==> src/design/vptw_pkg.sv <==
// Shared types, constants and register codes for the vertex projection unit.
`timescale 1ns / 1ps
package vptw_pkg;

	// Fixed-point format of coordinates and matrix words.
	localparam int COORD_W = 32;
	localparam int FB      = 16;
	localparam int PROD_W  = 2 * COORD_W;
	localparam int ACC_W   = PROD_W + 2;

	// Matrix store: model matrix in words 0..15, projection matrix in 16..31.
	localparam int MAT_DEPTH = 32;
	localparam int MAT_AW    = $clog2(MAT_DEPTH);
	localparam int PROJ_BASE = 16;

	// Queue between the transform front and the divide back.
	localparam int FIFO_DEPTH = 8;
	localparam int FIFO_AW    = $clog2(FIFO_DEPTH);
	localparam int FIFO_CW    = FIFO_AW + 1;

	// Configuration port.
	localparam int APB_AW = 4;
	localparam int APB_DW = 32;

	// Request codes.
	localparam logic REQ_LOAD    = 1'b0;
	localparam logic REQ_PROJECT = 1'b1;

	// Register indexes (word address bits).
	localparam logic [1:0] REG_VP_ORIGIN_X = 2'd0;
	localparam logic [1:0] REG_VP_ORIGIN_Y = 2'd1;
	localparam logic [1:0] REG_VP_WIDTH    = 2'd2;
	localparam logic [1:0] REG_VP_HEIGHT   = 2'd3;

	typedef logic signed [COORD_W-1:0] fx_t;

	localparam fx_t FX_MAX = {1'b0, {(COORD_W-1){1'b1}}};
	localparam fx_t FX_MIN = {1'b1, {(COORD_W-1){1'b0}}};
	localparam fx_t ONE_FX = fx_t'(1) <<< FB;

	typedef struct packed {
		logic              req_type;
		logic [4:0]        elem_index;
		logic signed [31:0] elem_value;
		logic signed [31:0] obj_x;
		logic signed [31:0] obj_y;
		logic signed [31:0] obj_z;
	} in_beat_t;

	typedef struct packed {
		logic signed [31:0] win_x;
		logic signed [31:0] win_y;
		logic signed [31:0] win_z;
		logic               ok;
	} out_beat_t;

	// Clip-space point handed from front to back.
	typedef struct packed {
		fx_t x;
		fx_t y;
		fx_t z;
		fx_t w;
	} clip_t;

	// Viewport settings.
	typedef struct packed {
		logic signed [15:0] origin_x;
		logic signed [15:0] origin_y;
		logic [14:0]        width;
		logic [14:0]        height;
	} vp_cfg_t;

endpackage

==> src/design/vptw_fifo.sv <==
// Short queue that carries clip-space points from the front to the back.
`timescale 1ns / 1ps
module vptw_fifo (
	input  logic                           clk,
	input  logic                           arst_n,
	input  logic                           push,
	input  vptw_pkg::clip_t                push_data,
	input  logic                           pop,
	output vptw_pkg::clip_t                head,
	output logic                           empty,
	output logic [vptw_pkg::FIFO_CW-1:0]   count
);
	import vptw_pkg::*;

	clip_t              mem_q [FIFO_DEPTH];
	logic [FIFO_AW-1:0] wr_ptr_q;
	logic [FIFO_AW-1:0] rd_ptr_q;
	logic [FIFO_CW-1:0] count_q;

	// Storage is written at the tail; the front never pushes into a full queue.
	always_ff @(posedge clk) begin
		if (push) begin
			mem_q[wr_ptr_q] <= push_data;
		end
	end

	// Pointers and fill count.
	always_ff @(posedge clk or negedge arst_n) begin
		if (!arst_n) begin
			wr_ptr_q <= '0;
			rd_ptr_q <= '0;
			count_q  <= '0;
		end else begin
			if (push) begin
				wr_ptr_q <= wr_ptr_q + 1'b1;
			end
			if (pop) begin
				rd_ptr_q <= rd_ptr_q + 1'b1;
			end
			if (push && !pop) begin
				count_q <= count_q + 1'b1;
			end else if (pop && !push) begin
				count_q <= count_q - 1'b1;
			end
		end
	end

	assign head  = mem_q[rd_ptr_q];
	assign empty = (count_q == '0);
	assign count = count_q;

endmodule

==> config.mk <==
export PLATFORM = sky130hd
export DESIGN_NAME = vptw_fifo
export DESIGN_NICKNAME = d
export VERILOG_FILES = /design/src/design/vptw_pkg.sv /design/src/design/vptw_fifo.sv
export SDC_FILE = /design/constraint.sdc
export NUM_CORES = 1
export LEC_CHECK = 0
export ABC_AREA = 1
export BUFFER_PORTS_ARGS = -buffer_cell sky130_fd_sc_hd__buf_2
export CAP_MARGIN = 20
export CORE_MARGIN = 2
export CORE_UTILIZATION = 61
export DETAILED_ROUTE_END_ITERATION = 8
export PLACE_DENSITY_LB_ADDON = 0.15
export SLEW_MARGIN = 40
export SYNTH_ARGS = -nofsm -noshare
export SYNTH_HDL_FRONTEND = slang
export SYNTH_SLANG_ARGS = --single-unit
==> constraint.sdc <==
create_clock -name clk -period 7.5 [get_ports clk]
set_input_delay 0.75 -clock clk [delete_from_list [all_inputs] [get_ports clk]]
set_output_delay 0.75 -clock clk [all_outputs]
set_load 0.01 [all_outputs]
Word-level counts from Yosys, hierarchy flattened

Memory sizes are Yosys's and may differ from the RTL's.
Index checks and enable logic that the tools add are counted.

Logic and storage cells: 18
Input bits: 132
Bits in registers: 10
RAM bits: 1024
Memories kept: 1

Add/subtract/negate cells: 4
Reductions and logical operators: 6
Multiplexer cells: 4

Memories:

| name  | words | bits a word | rd ports | clocked after Yosys merged registers in | write ports | RTL line        | text |
|---|---|---|---|---|---|---|---|
| mem_q | 8     | 128         | 1        | 0                                       | 1           | vptw_fifo.sv:15 | `clip_t mem_q [FIFO_DEPTH];` |

Operators by type and width:

| operator              | number |
|---|---|
| $mux W4               | 2 |
| $add A3 B1 Y3 const B | 2 |
| $add A4 B1 Y4 const B | 1 |
| $logic_not A4 Y1      | 1 |
| $sub A4 B1 Y4 const B | 1 |
| $logic_and A1 B1 Y1   | 2 |
| $logic_not A1 Y1      | 2 |
| $mux W1               | 2 |
| $reduce_bool A2 Y1    | 1 |

Depth between registers and ports, before layout

Depth in word-level cells: 4
Gate-level depth with buffers: 10
Gate-level depth less buffers: 10

Worst setup path after synthesis

OpenSTA, ideal clock, no wires.

Kind: input to register
Start point: input port push
End point: memory mem_q[0][0] in the netlist's numbering, enable pin
Path slack: 0.464 ns
Cell stages on the path: 3
Arrival time: 6.419 ns
Setup time: 0.617 ns
Data required time: 6.883 ns
Cells stage by stage: inv_1 -> or2_2 -> nor2_1

Word-level cells in the longest chain between the ends: 2

Ends and longest elaborated chain:

| what                          | RTL line        | text |
|---|---|---|
| start: declaration            | vptw_fifo.sv:6  | `input logic push,` |
| $mux W1                       | vptw_fifo.sv:22 | `if (push) begin` |
| $mux W1 (implied by the code) | vptw_fifo.sv:23 | `mem_q[wr_ptr_q] <= push_data;` |
| end: declaration              | vptw_fifo.sv:15 |  |

No other way between the ends.

==> results.md <==
* RSZ-0062 raised after global routing: no
* Leak Pwr at about 22 nW
* Worst Setup Slack, final at between 3 and 4 ns
* Least-Margin Pin Slew at 0.841 ns
* Vias per cell at 4.96
* Final setup vio count at 0
* Die height at 274 um
* Via count at 28500
* CTS root buf: clkbuf_16
* Core ar. at 0.0717 mm2
* Fillers at ~5300
* Maximum vdd drop at 0.000308 V
* Total buffers and inverters traversed by the critical path at 3
* Die width at roughly 270 um
* Pre-CTS setup slack at ~3.7 ns
* Syn_area_per_cell at slightly below 10 um2
* Syn Nets at 4634
* Post-synthesis sequential area ratio at 0.698
* TNS Setup at 0 ns
* FF/Latch Area at 0.0310 mm2
* # Post-CTS Setup Buffers at 0
* Crit share post-route at 0.589
* Rows at 98
* DP Area at 0.0465 mm2
* Kind of critical path: reg -> out
* H-tree depth at 3
* Layout area overhead at 12.1%
* Slew Viols, Final at 0
* First-pass GRT wire length at 145000 um
* Synth area leaders: edfxtp_1 69%, nand2_1 14%, nor2_1 8.7%, inv_1 4.4%, buf_2 1.4%
* CP max FO at 77
* CP startpoint kind: register
* Clk_skew at 0.0143 ns
* Layout cells sized above 1 at 0.0946
* Crit-path leading delay family: buffers and inverters
* Final Power at about 0.019 W
* Synth top area share at 0.693
* Vias in the first global route at roughly 27000
* Min-Delay Path Class: in -> reg
* Multi-input logic area at 0.0104 mm2
* All-Layer GR Usage at 0.252
* Final hold vios at 0
* Drt first pass iters at 5
* PD cells at 380 mW/mm2
* Die Area at 0.0749 mm2
* Grt ovf at 0
* GPL Wtd Cong at a little under 0.8
* WP depth at 8
* Synth warnings at 0
* Clock Sinks at 1034
* Worst Path Required at 6.75 ns
* FF-to-FF path depth at 3
* Initial Util at 0.619
* Clk Latency, worst-skew pair at 0.64 ns
* CTS tree: done
* TritonCTS buffer count at approximately 100
* Hpwl dp at 47800 um
* Drt wl/cell at between 15 and 20 um
* Hold Path Depth at 2
* Nets at 4847
* I/O Buffers at roughly 260
* Flops & latches, synth at 1034
* I/O Pins at 265
* Critical-path top delay cell: dfrtp_4
* Max_cap viols at 0
* Final Util at 0.694
* Post-DRT Antenna Nets at 0
* Minimum clock period at 4.42 ns
* Status: complete, no violations
* Pin count of the biggest net entering global routing at 150
* Initial antenna violation count at 22
* Remaining DRCs at 0
* Worst Path Arrival at 3.67 ns
* Cell-by-cell listing of the critical path: buf_6, buf_4, nor2_1, nand2_1, nand2_1, nand2_1, nand2_1, buf_2
* Mapped Cells at 4496
* Worst Setup End Kind: output port
* Fmax at 0.226 GHz
* Netlist cell types at 19
* Synth area leader: edfxtp_1
* Relative max-transition margin at 0.439
* Final instance area at around 0.05 mm2
* Peak per-stage delay on the critical path at 0.92 ns
* Cell mode on critical path: nand2_1
* DRT iter0 DRCs at 2300
* Synthesized area at 0.0444 mm2
* Clock transition at path regs at 0.06 ns
* Clock Path Buffers at 3
* Routed Wire Length at approximately 94000 um
## sequential cells by signal, summed over array words and instances (netlist names)
name	count
mem_q	1024
count	4
wr_ptr_q	3
rd_ptr_q	3
## synthesized netlist by cell type (all sizes together)
master / instances
nand2: 1688
nor2: 1031
edfxtp: 1024
inv: 524
buf: 161
clkbuf: 38
dfrtp: 10
ha: 5
o21ai: 4
xor2: 3
nand3: 2
or2: 2
xnor2: 2
fa: 1
nor4: 1
## per-layer routing
metal,share of wire,up-vias,wire [um],global-route usage
li1,-,14400,-,-
met1,0.42,13200,39700,0.335
met2,0.48,693,45300,0.420
met3,0.068,169,6320,0.0490
met4,0.024,24,2200,0.0833
met5,0.0016,-,151,0
## area by class of cell
cell class              count  share of cell area
inverters                 524              0.0399
flip-flops and latches   1034               0.623
clock inverters            49             0.00842
diodes                     13            0.000654
multi-input cells        2739               0.210
repair buffers            307              0.0387
well taps                 950              0.0239
clock buffers             136              0.0553
## report_power, final
| group | total [W] | internal (W) | leakage (nW) | switching (W) |
|---|---|---|---|---|
| Combinational | 0.00676 | 0.00211 | 10.7 | 0.00464 |
| Clock | 0.00488 | 0.00283 | 1.55 | 0.00204 |
| Sequential | 0.00730 | 0.00700 | 9.42 | 0.000296 |
## stage by stage
step / instances / hold slack, ns
final: 5752 / 0.368
after global routing: 5748 / 0.356
after detailed placement: 5551 / 0.531
after floorplan: 4496 / 0.454
after CTS: 5737 / 0.333
after global placement: 5543 / 0.513
## timing repair
item,4_1_cts,5_1_grt
gates resized for setup,0,0
endpoints found under the hold margin,10,0
endpoints found under the setup margin,0,0
hold buffers,1,0
## path summary, 6_finish.rpt
check | from | to | slack (ns)
min | pop | rd_ptr_q[0] | 0.37
min reg2reg | count[2] | count[2] | 0.54
max | rd_ptr_q[1] | head[109] | 3.08
max in group asynchronous | arst_n | rd_ptr_q[2] | 6.77
max reg2reg | wr_ptr_q[0] | mem_q[4][75] | 4.84
min in group asynchronous | arst_n | rd_ptr_q[0] | 0.50
## cells by family (layout without fill, tap and decap cells)
| logic type | Yosys count | after routing | share of synthesized area |
|---|---|---|---|
| flip-flops | 1034 | 1034 | 0.698 |
| other | 0 | 13 | 0 |
| AO/OA/AOI/OAI | 4 | 4 | 0.000451 |
| buffers and inverters | 723 | 1016 | 0.0678 |
| AND/OR/NAND/NOR | 2724 | 2724 | 0.231 |
| XOR/XNOR | 5 | 5 | 0.000987 |
| adder cells (fa/ha/maj) | 6 | 6 | 0.00186 |
## layout by cell type (no fill, tap or decap), types with 7 or more instances in the layout
master     netlist  final
clkinv_1         0     23
clkinv_2         0     17
nor2_1        1031   1023
edfxtp_1      1024   1024
nor2_4           0      8
dfrtp_1         10      7
clkbuf_16        0    106
buf_2          126    264
buf_12           0      8
buf_4           29     18
buf_6            4      7
inv_1          523    522
nand2_1       1688   1688
diode_2          0     13
clkbuf_1        38     30
bufinv_16        0      8
## worst register-to-register path: stages (launching register included)
cell and delay (ns):
dfrtp_1 0.41, or2_2 0.42, nor2_4 0.65, buf_12 0.68
Note: power is estimated with default switching activity, not from simulation.
