### src/design/vptw_pkg.sv
// Shared types, constants and register codes for the vertex projection unit.
`timescale 1ns / 1ps
package vptw_pkg;

	// Fixed-point format of coordinates and matrix words.
	localparam int COORD_W = 32;
	localparam int FB      = 16;
	localparam int PROD_W  = 2 * COORD_W;
	localparam int ACC_W   = PROD_W + 2;

	// Matrix store: model matrix in words 0..15, projection matrix in 16..31.
	localparam int MAT_DEPTH = 32;
	localparam int MAT_AW    = $clog2(MAT_DEPTH);
	localparam int PROJ_BASE = 16;

	// Queue between the transform front and the divide back.
	localparam int FIFO_DEPTH = 8;
	localparam int FIFO_AW    = $clog2(FIFO_DEPTH);
	localparam int FIFO_CW    = FIFO_AW + 1;

	// Configuration port.
	localparam int APB_AW = 4;
	localparam int APB_DW = 32;

	// Request codes.
	localparam logic REQ_LOAD    = 1'b0;
	localparam logic REQ_PROJECT = 1'b1;

	// Register indexes (word address bits).
	localparam logic [1:0] REG_VP_ORIGIN_X = 2'd0;
	localparam logic [1:0] REG_VP_ORIGIN_Y = 2'd1;
	localparam logic [1:0] REG_VP_WIDTH    = 2'd2;
	localparam logic [1:0] REG_VP_HEIGHT   = 2'd3;

	typedef logic signed [COORD_W-1:0] fx_t;

	localparam fx_t FX_MAX = {1'b0, {(COORD_W-1){1'b1}}};
	localparam fx_t FX_MIN = {1'b1, {(COORD_W-1){1'b0}}};
	localparam fx_t ONE_FX = fx_t'(1) <<< FB;

	typedef struct packed {
		logic              req_type;
		logic [4:0]        elem_index;
		logic signed [31:0] elem_value;
		logic signed [31:0] obj_x;
		logic signed [31:0] obj_y;
		logic signed [31:0] obj_z;
	} in_beat_t;

	typedef struct packed {
		logic signed [31:0] win_x;
		logic signed [31:0] win_y;
		logic signed [31:0] win_z;
		logic               ok;
	} out_beat_t;

	// Clip-space point handed from front to back.
	typedef struct packed {
		fx_t x;
		fx_t y;
		fx_t z;
		fx_t w;
	} clip_t;

	// Viewport settings.
	typedef struct packed {
		logic signed [15:0] origin_x;
		logic signed [15:0] origin_y;
		logic [14:0]        width;
		logic [14:0]        height;
	} vp_cfg_t;

endpackage

### src/design/vptw_front.sv
// Front: accepts beats, keeps the matrix store and runs both matrix transforms.
`timescale 1ns / 1ps
module vptw_front (
	input  logic                         clk,
	input  logic                         arst_n,
	input  logic                         in_valid,
	output logic                         in_stall,
	input  vptw_pkg::in_beat_t           in_beat,
	input  logic [vptw_pkg::FIFO_CW-1:0] fifo_count,
	output logic                         push,
	output vptw_pkg::clip_t              push_data
);
	import vptw_pkg::*;

	localparam int PEND_W = FIFO_CW + 1;

	fx_t                     mat_q [MAT_DEPTH];
	logic signed [PROD_W-1:0] prod_s1 [4][4];
	logic signed [PROD_W-1:0] prod_s3 [4][4];
	fx_t                     eye_s2 [4];
	fx_t                     clip_s4 [4];
	logic                    v_s1, v_s2, v_s3, v_s4;
	logic [PEND_W-1:0]       pending;
	logic                    accept;

	// Floor shift by the fraction bits, then saturate to a coordinate.
	function automatic fx_t acc_to_fx(input logic signed [ACC_W-1:0] acc);
		logic signed [ACC_W-1:0] sh;
		sh = acc >>> FB;
		if (sh > ACC_W'(FX_MAX)) begin
			return FX_MAX;
		end else if (sh < ACC_W'(FX_MIN)) begin
			return FX_MIN;
		end
		return fx_t'(sh[COORD_W-1:0]);
	endfunction

	// Points in flight plus queued points must fit in the queue. A load waits
	// while a point still has to read the projection matrix.
	assign pending = {1'b0, fifo_count} + PEND_W'(v_s1) + PEND_W'(v_s2)
		+ PEND_W'(v_s3) + PEND_W'(v_s4);

	always_comb begin
		if (in_beat.req_type == REQ_PROJECT) begin
			in_stall = (pending >= PEND_W'(FIFO_DEPTH));
		end else begin
			in_stall = v_s1 || v_s2;
		end
	end

	assign accept = in_valid && !in_stall;

	// Matrix store.
	always_ff @(posedge clk or negedge arst_n) begin
		if (!arst_n) begin
			for (int n = 0; n < MAT_DEPTH; n++) begin
				mat_q[n] <= '0;
			end
		end else if (accept && in_beat.req_type == REQ_LOAD) begin
			mat_q[in_beat.elem_index] <= in_beat.elem_value;
		end
	end

	// Stage valids; the front pipeline never stalls.
	always_ff @(posedge clk or negedge arst_n) begin
		if (!arst_n) begin
			v_s1 <= 1'b0;
			v_s2 <= 1'b0;
			v_s3 <= 1'b0;
			v_s4 <= 1'b0;
		end else begin
			v_s1 <= accept && (in_beat.req_type == REQ_PROJECT);
			v_s2 <= v_s1;
			v_s3 <= v_s2;
			v_s4 <= v_s3;
		end
	end

	// Stage 1: object point times model matrix, w taken as exactly one.
	always_ff @(posedge clk) begin
		for (int i = 0; i < 4; i++) begin
			prod_s1[i][0] <= in_beat.obj_x * mat_q[MAT_AW'(i)];
			prod_s1[i][1] <= in_beat.obj_y * mat_q[MAT_AW'(4 + i)];
			prod_s1[i][2] <= in_beat.obj_z * mat_q[MAT_AW'(8 + i)];
			prod_s1[i][3] <= PROD_W'(mat_q[MAT_AW'(12 + i)]) <<< FB;
		end
	end

	// Stage 2: eye-space point.
	always_ff @(posedge clk) begin
		for (int i = 0; i < 4; i++) begin
			eye_s2[i] <= acc_to_fx(ACC_W'(prod_s1[i][0]) + ACC_W'(prod_s1[i][1])
				+ ACC_W'(prod_s1[i][2]) + ACC_W'(prod_s1[i][3]));
		end
	end

	// Stage 3: eye point times projection matrix.
	always_ff @(posedge clk) begin
		for (int i = 0; i < 4; i++) begin
			for (int k = 0; k < 4; k++) begin
				prod_s3[i][k] <= eye_s2[k] * mat_q[MAT_AW'(PROJ_BASE + 4 * k + i)];
			end
		end
	end

	// Stage 4: clip-space point.
	always_ff @(posedge clk) begin
		for (int i = 0; i < 4; i++) begin
			clip_s4[i] <= acc_to_fx(ACC_W'(prod_s3[i][0]) + ACC_W'(prod_s3[i][1])
				+ ACC_W'(prod_s3[i][2]) + ACC_W'(prod_s3[i][3]));
		end
	end

	assign push           = v_s4;
	assign push_data.x    = clip_s4[0];
	assign push_data.y    = clip_s4[1];
	assign push_data.z    = clip_s4[2];
	assign push_data.w    = clip_s4[3];

endmodule

### config.mk
export PLATFORM = sky130hd
export DESIGN_NAME = vptw_front
export DESIGN_NICKNAME = d
export VERILOG_FILES = /design/src/design/vptw_pkg.sv /design/src/design/vptw_front.sv
export SDC_FILE = /design/constraint.sdc
export NUM_CORES = 1
export LEC_CHECK = 0
export BUFFER_PORTS_ARGS = -buffer_cell sky130_fd_sc_hd__buf_4
export CELL_PAD_IN_SITES_DETAIL_PLACEMENT = 1
export CELL_PAD_IN_SITES_GLOBAL_PLACEMENT = 2
export CORE_UTILIZATION = 10
export DETAILED_ROUTE_END_ITERATION = 7
export PLACE_DENSITY = 0.9
export SLEW_MARGIN = 20
export SYNTH_ARGS = -nofsm -noshare
export SYNTH_HDL_FRONTEND = slang
export SYNTH_SLANG_ARGS = --single-unit
### constraint.sdc
create_clock -name clk -period 5.61 [get_ports clk]
set_input_delay 0.2805 -clock clk [delete_from_list [all_inputs] [get_ports clk]]
set_output_delay 0.2805 -clock clk [all_outputs]
set_load 0.05 [all_outputs]
* Yosys cells after proc, flatten, opt, wreduce, memory -nomap -nowiden
Memory sizes are Yosys's and may differ from the RTL's.
Index checks and enable logic that the tools add are counted.
** Word-level totals
- Bits in writable memories :: 128
- Bits of input ports :: 141
- Memories :: 1
- Bits in registers :: 4
** Cells by class
- Order comparisons :: 9
- Multiplexer cells :: 21
- Add/sub/neg operators :: 16
- Reduce and logical (&&, ||, !) cells :: 4
** Memory list
- clip_s4 :: depth 4, bits a word 32, read ports 4, clocked after memory_dff 0, write ports 4, line vptw_front.sv:21 : fx_t clip_s4 [4];
** Operators with widths (number)
- 32-bit 2-to-1 mux :: 12
- 65-bit by 64-bit adder with 66-bit output (second input constant) :: 4
- 66-bit by 64-bit adder with 66-bit output (second input constant) :: 4
- 64-bit by 64-bit adder with 65-bit output (both inputs constant) :: 4
- 50-bit by 32-bit > comparator with 1-bit output (second input constant) :: 4
- 50-bit by 32-bit < comparator with 1-bit output (second input constant) :: 4
- 5-bit by 1-bit adder with 5-bit output :: 3
- 1-bit 2-to-1 mux :: 9
- 4-bit by 1-bit adder with 5-bit output :: 1
- 5-bit by 4-bit >= comparator with 1-bit output (second input constant) :: 1
- 1-bit logical AND :: 2
- 1-bit logical NOT :: 1
- 1-bit logical OR :: 1

* Depth between registers and ports, before layout
- Depth in word-level cells :: 9
- Depth in mapped cells :: 7
- Mapped depth without buffers :: 7

* Worst setup path before layout
No wires, ideal clock.
- Path type :: flip-flop to output port
- From :: reg v_s4, in the netlist push
- To :: out in_stall
- Data required time :: 5330 ps
- Arrival time :: 2374 ps
- Buffers on the path :: 0
- Slack :: 2956 ps
- Cell stages (with the launch flop) :: 8
- Path through :: dfrtp_1 > fa_1 > inv_1 > fa_1 > inv_1 > fa_1 > a211o_1 > a31o_1
** Between the ends
- Word-level cells in the longest chain between the ends :: 3
** Ends and longest elaborated chain
- start, declared :: line vptw_front.sv:22 : logic v_s1, v_s2, v_s3, v_s4;
- start signal, assigned :: line vptw_front.sv:75 : v_s4 <= v_s3;
- 5-bit by 1-bit adder with 5-bit output :: line vptw_front.sv:41 : + PEND_W'(v_s3) + PEND_W'(v_s4);
- 5-bit by 4-bit >= comparator with 1-bit output :: line vptw_front.sv:45 : in_stall = (pending >= PEND_W'(FIFO_DEPTH));
- 1-bit 2-to-1 mux :: line vptw_front.sv:44 : if (in_beat.req_type == REQ_PROJECT) begin
- end, declared :: line vptw_front.sv:7 : output logic in_stall,
No other way between the ends.

* Worst setup path in the final report
- From :: reg v_s2
- To :: out in_stall
** Between the ends
- Word-level cells in the longest chain between the ends :: 5
- Elaborated cells between the ends (all ways) :: 6
** Ends and longest elaborated chain
- start, declared :: line vptw_front.sv:22
- start signal, assigned :: line vptw_front.sv:73 : v_s2 <= v_s1;
- 5-bit by 1-bit adder with 5-bit output :: line vptw_front.sv:40 : assign pending = {1'b0, fifo_count} + PEND_W'(v_s1) + PEND_W'(v_s2)
- 5-bit by 1-bit adder with 5-bit output (2 in a row) :: line vptw_front.sv:41
- 5-bit by 4-bit >= comparator with 1-bit output :: line vptw_front.sv:45
- 1-bit 2-to-1 mux (*) :: line vptw_front.sv:44
Mark *: on every way between the ends. The rest lies on a longest branch, timed or not.

==> results.json <==
{
  "skew_ns": 0.000494,
  "synth-simple-area-share_pct": 2.97,
  "hold_depth": 3,
  "gr-usage-met1_pct": 1.27,
  "clock_latency_ns": 0.22,
  "grt_util_met3_pct": 0.810,
  "synth_top_family_by_area": "buffers and inverters",
  "placed_area_um2": 987,
  "worstPathRequired_ns": 5.33,
  "syn-cell-area_um2": 1220,
  "ant_nets": 0,
  "ys_ff_latch": 4,
  "place_ws_ns": 3.09,
  "cts_resized": 0,
  "grt_pass1_vias": 298,
  "status": "completed",
  "rr_worst_depth": 6,
  "yosysTopAreaCell": "buf_4",
  "routedWlPerCell_um": 3.71,
  "synthXorXnorAreaFrac_pct": 0,
  "post_cts_buffers": 0,
  "rsz0062_at_grt": "no",
  "antenna_found_initial": 0,
  "grt_pass1_wl_um": 1320,
  "antenna_cells": 0,
  "avgSynthCellArea_um2": 7.95,
  "grtUsageMet2_pct": 2.22,
  "ys_seq_area_share_pct": 8.18,
  "root_buffer": "clkbuf_16",
  "syn-instance-count": 154,
  "drtPass1Iterations": 6,
  "p_int_uw": 132,
  "synthMuxAreaShare_pct": 0,
  "power_switching_uw": 219,
  "setup_violations": 0,
  "comb_power_share_pct": 59.7,
  "synth_adder_area_share_pct": 5.93,
  "power_density_nw_per_um2": 327,
  "crit_path_max_fanout": 3,
  "period_needed_ns": 2.71,
  "cts_tree": "done",
  "initial_core_util_pct": 10.2,
  "dp_hpwl_um": 1060,
  "power_frac_seq_pct": 9.1,
  "drive_above_1_share_pct": 7.88,
  "post-route-period-util_pct": 48.3,
  "grt.busiest_layer": "met2",
  "hold_path_class": "in2reg",
  "rrSetupSlack_ns": 3.60,
  "path_clk_slew_ns": 0.03,
  "cts_max_level": 1,
  "final_nets": 312,
  "syn_to_final_growth_pct": -12.4,
  "clk_path_buf_depth": 2,
  "io_pins": 271,
  "setup_ws_ns": 2.90,
  "dr.first_iter.drc_count": 13,
  "routed_via_density": 1.78,
  "end_kind": "output port",
  "fin_hold_ws_ns": 0.291,
  "chipHeight_um": 113,
  "synth-warning-count": 0,
  "coreArea_um2": 12000,
  "maxCapViolCount": 0,
  "synthTopCellsByArea": "buf_4, dfrtp_1, fa_1",
  "final_hold_viol_count": 0,
  "synth_compound_area_share_pct": 2.25,
  "vias": 554,
  "track_usage_pct": 1.34,
  "max_freq_mhz": 369,
  "row_count": 40,
  "peakVddDrop_mv": 0.0785,
  "cp-start-kind": "register",
  "clockPowerShare_pct": 31.1,
  "synth_top_area_share_pct": 78.5,
  "critPathKind": "reg2out",
  "hold_buffers": 1,
  "dp_cells": 308,
  "drcViolationCount": 0,
  "p_leak_uw": 0.000634,
  "io_buffer_count": 9,
  "place_congestion": 0.640,
  "maxSlewViolCount": 0,
  "die_area_um2": 12700,
  "cts_buffers": 3,
  "crit_arrival_ns": 2.43,
  "stdcell_count": 312,
  "fp.dieW_um": 113,
  "drt_wl_total_um": 1160,
  "grt.overflow.total": 0,
  "ys_types": 12,
  "fin_tns_setup_ns": 0,
  "swShare_pct": 62.5,
  "clkSinkCount": 4,
  "final_area_um2": 1070,
  "grt_start_max_net_pins": 5
}
==> power groups by stage <==
stage / combinational, uW / clock [uW] / sequential, uW
2_1_floorplan: 267 / 0 / 33.4
3_3_place_gp: 207 / 0 / 32.3
3_5_place_dp: 207 / 0 / 32.4
4_1_cts: 208 / 112 / 32.1
5_1_grt: 216 / 114 / 32.5
6_report: 209 / 109 / 32.1
==> critical path, stage by stage (launching register included) <==
cell	delay [ns]
dfrtp_1	0.40
fa_1	0.49
inv_1	0.05
fa_1	0.38
nand2b_4	0.16
a211o_1	0.30
a31o_1	0.23
buf_4	0.19
==> cell usage in the layout, fill, tap and decap left out, drive strengths merged <==
master / netlist / final
a211o: 1 / 1
a21oi: 2 / 2
a31o: 1 / 1
buf: 128 / 9
clkbuf: 0 / 3
conb: 2 / 128
dfrtp: 4 / 4
dlygate4sd3: 0 / 1
fa: 3 / 3
ha: 1 / 1
inv: 5 / 5
nand2: 2 / 2
nand2b: 1 / 1
nor2: 4 / 4
==> synthesized netlist by cell type (all sizes together) <==
master and count:
buf 128, a21oi 2, dfrtp 4, a211o 1, nand2 2, fa 3, ha 1, conb 2
nand2b 1, nor2 4, inv 5, a31o 1
==> flip-flops by register name, summed over array words and instances (netlist names) <==
signal	count
v_s3	1
v_s2	1
push	1
v_s1	1
==> kinds of logic (layout without fill, tap and decap cells) <==
kind of cell / count (synthesis) / in the layout
AOI/OAI and AO/OA: 4 / 4
and+or+nand+nor: 7 / 7
buffers and inverters: 133 / 18
adders and majority gates: 4 / 4
other: 2 / 128
DFF: 4 / 4
==> layout make-up <==
| type | instances | area, um2 |
|---|---|---|
| Clock buffer | 3 | 75.1 |
| Fill cell | 1461 | 10900 |
| Inverter | 5 | 18.8 |
| Multi-Input combinational cell | 143 | 617 |
| Sequential cell | 4 | 100 |
| Tap cell | 147 | 184 |
| Timing Repair Buffer | 10 | 77.6 |
==> path summary, 6_finish.rpt <==
| check | start | end |
|---|---|---|
| setup / recovery | v_s2 | in_stall |
| hold / removal | in_valid | v_s1 |
| setup reg to reg | v_s2 | v_s1 |
| hold reg to reg | v_s3 | push |
| max in group asynchronous | arst_n | v_s3 |
| min in group asynchronous | arst_n | v_s1 |
==> routing by layer <==
| metal | vias up | share of wire, % |
|---|---|---|
| met2 | 107 | 41 |
| met3 | 0 | 30 |
| met4 | 0 | 0 |
| li1 | 226 | - |
| met5 | - | 0 |
| met1 | 221 | 29 |
==> stage by stage <==
step / utilization, % / power, uW
finish: 8.96 / 351
CTS: 8.96 / 352
global placement: 8.25 / 239
detailed placement: 8.25 / 239
floorplan: - / 301
global route: 8.96 / 363
Note: power is estimated with default switching activity, not from simulation.
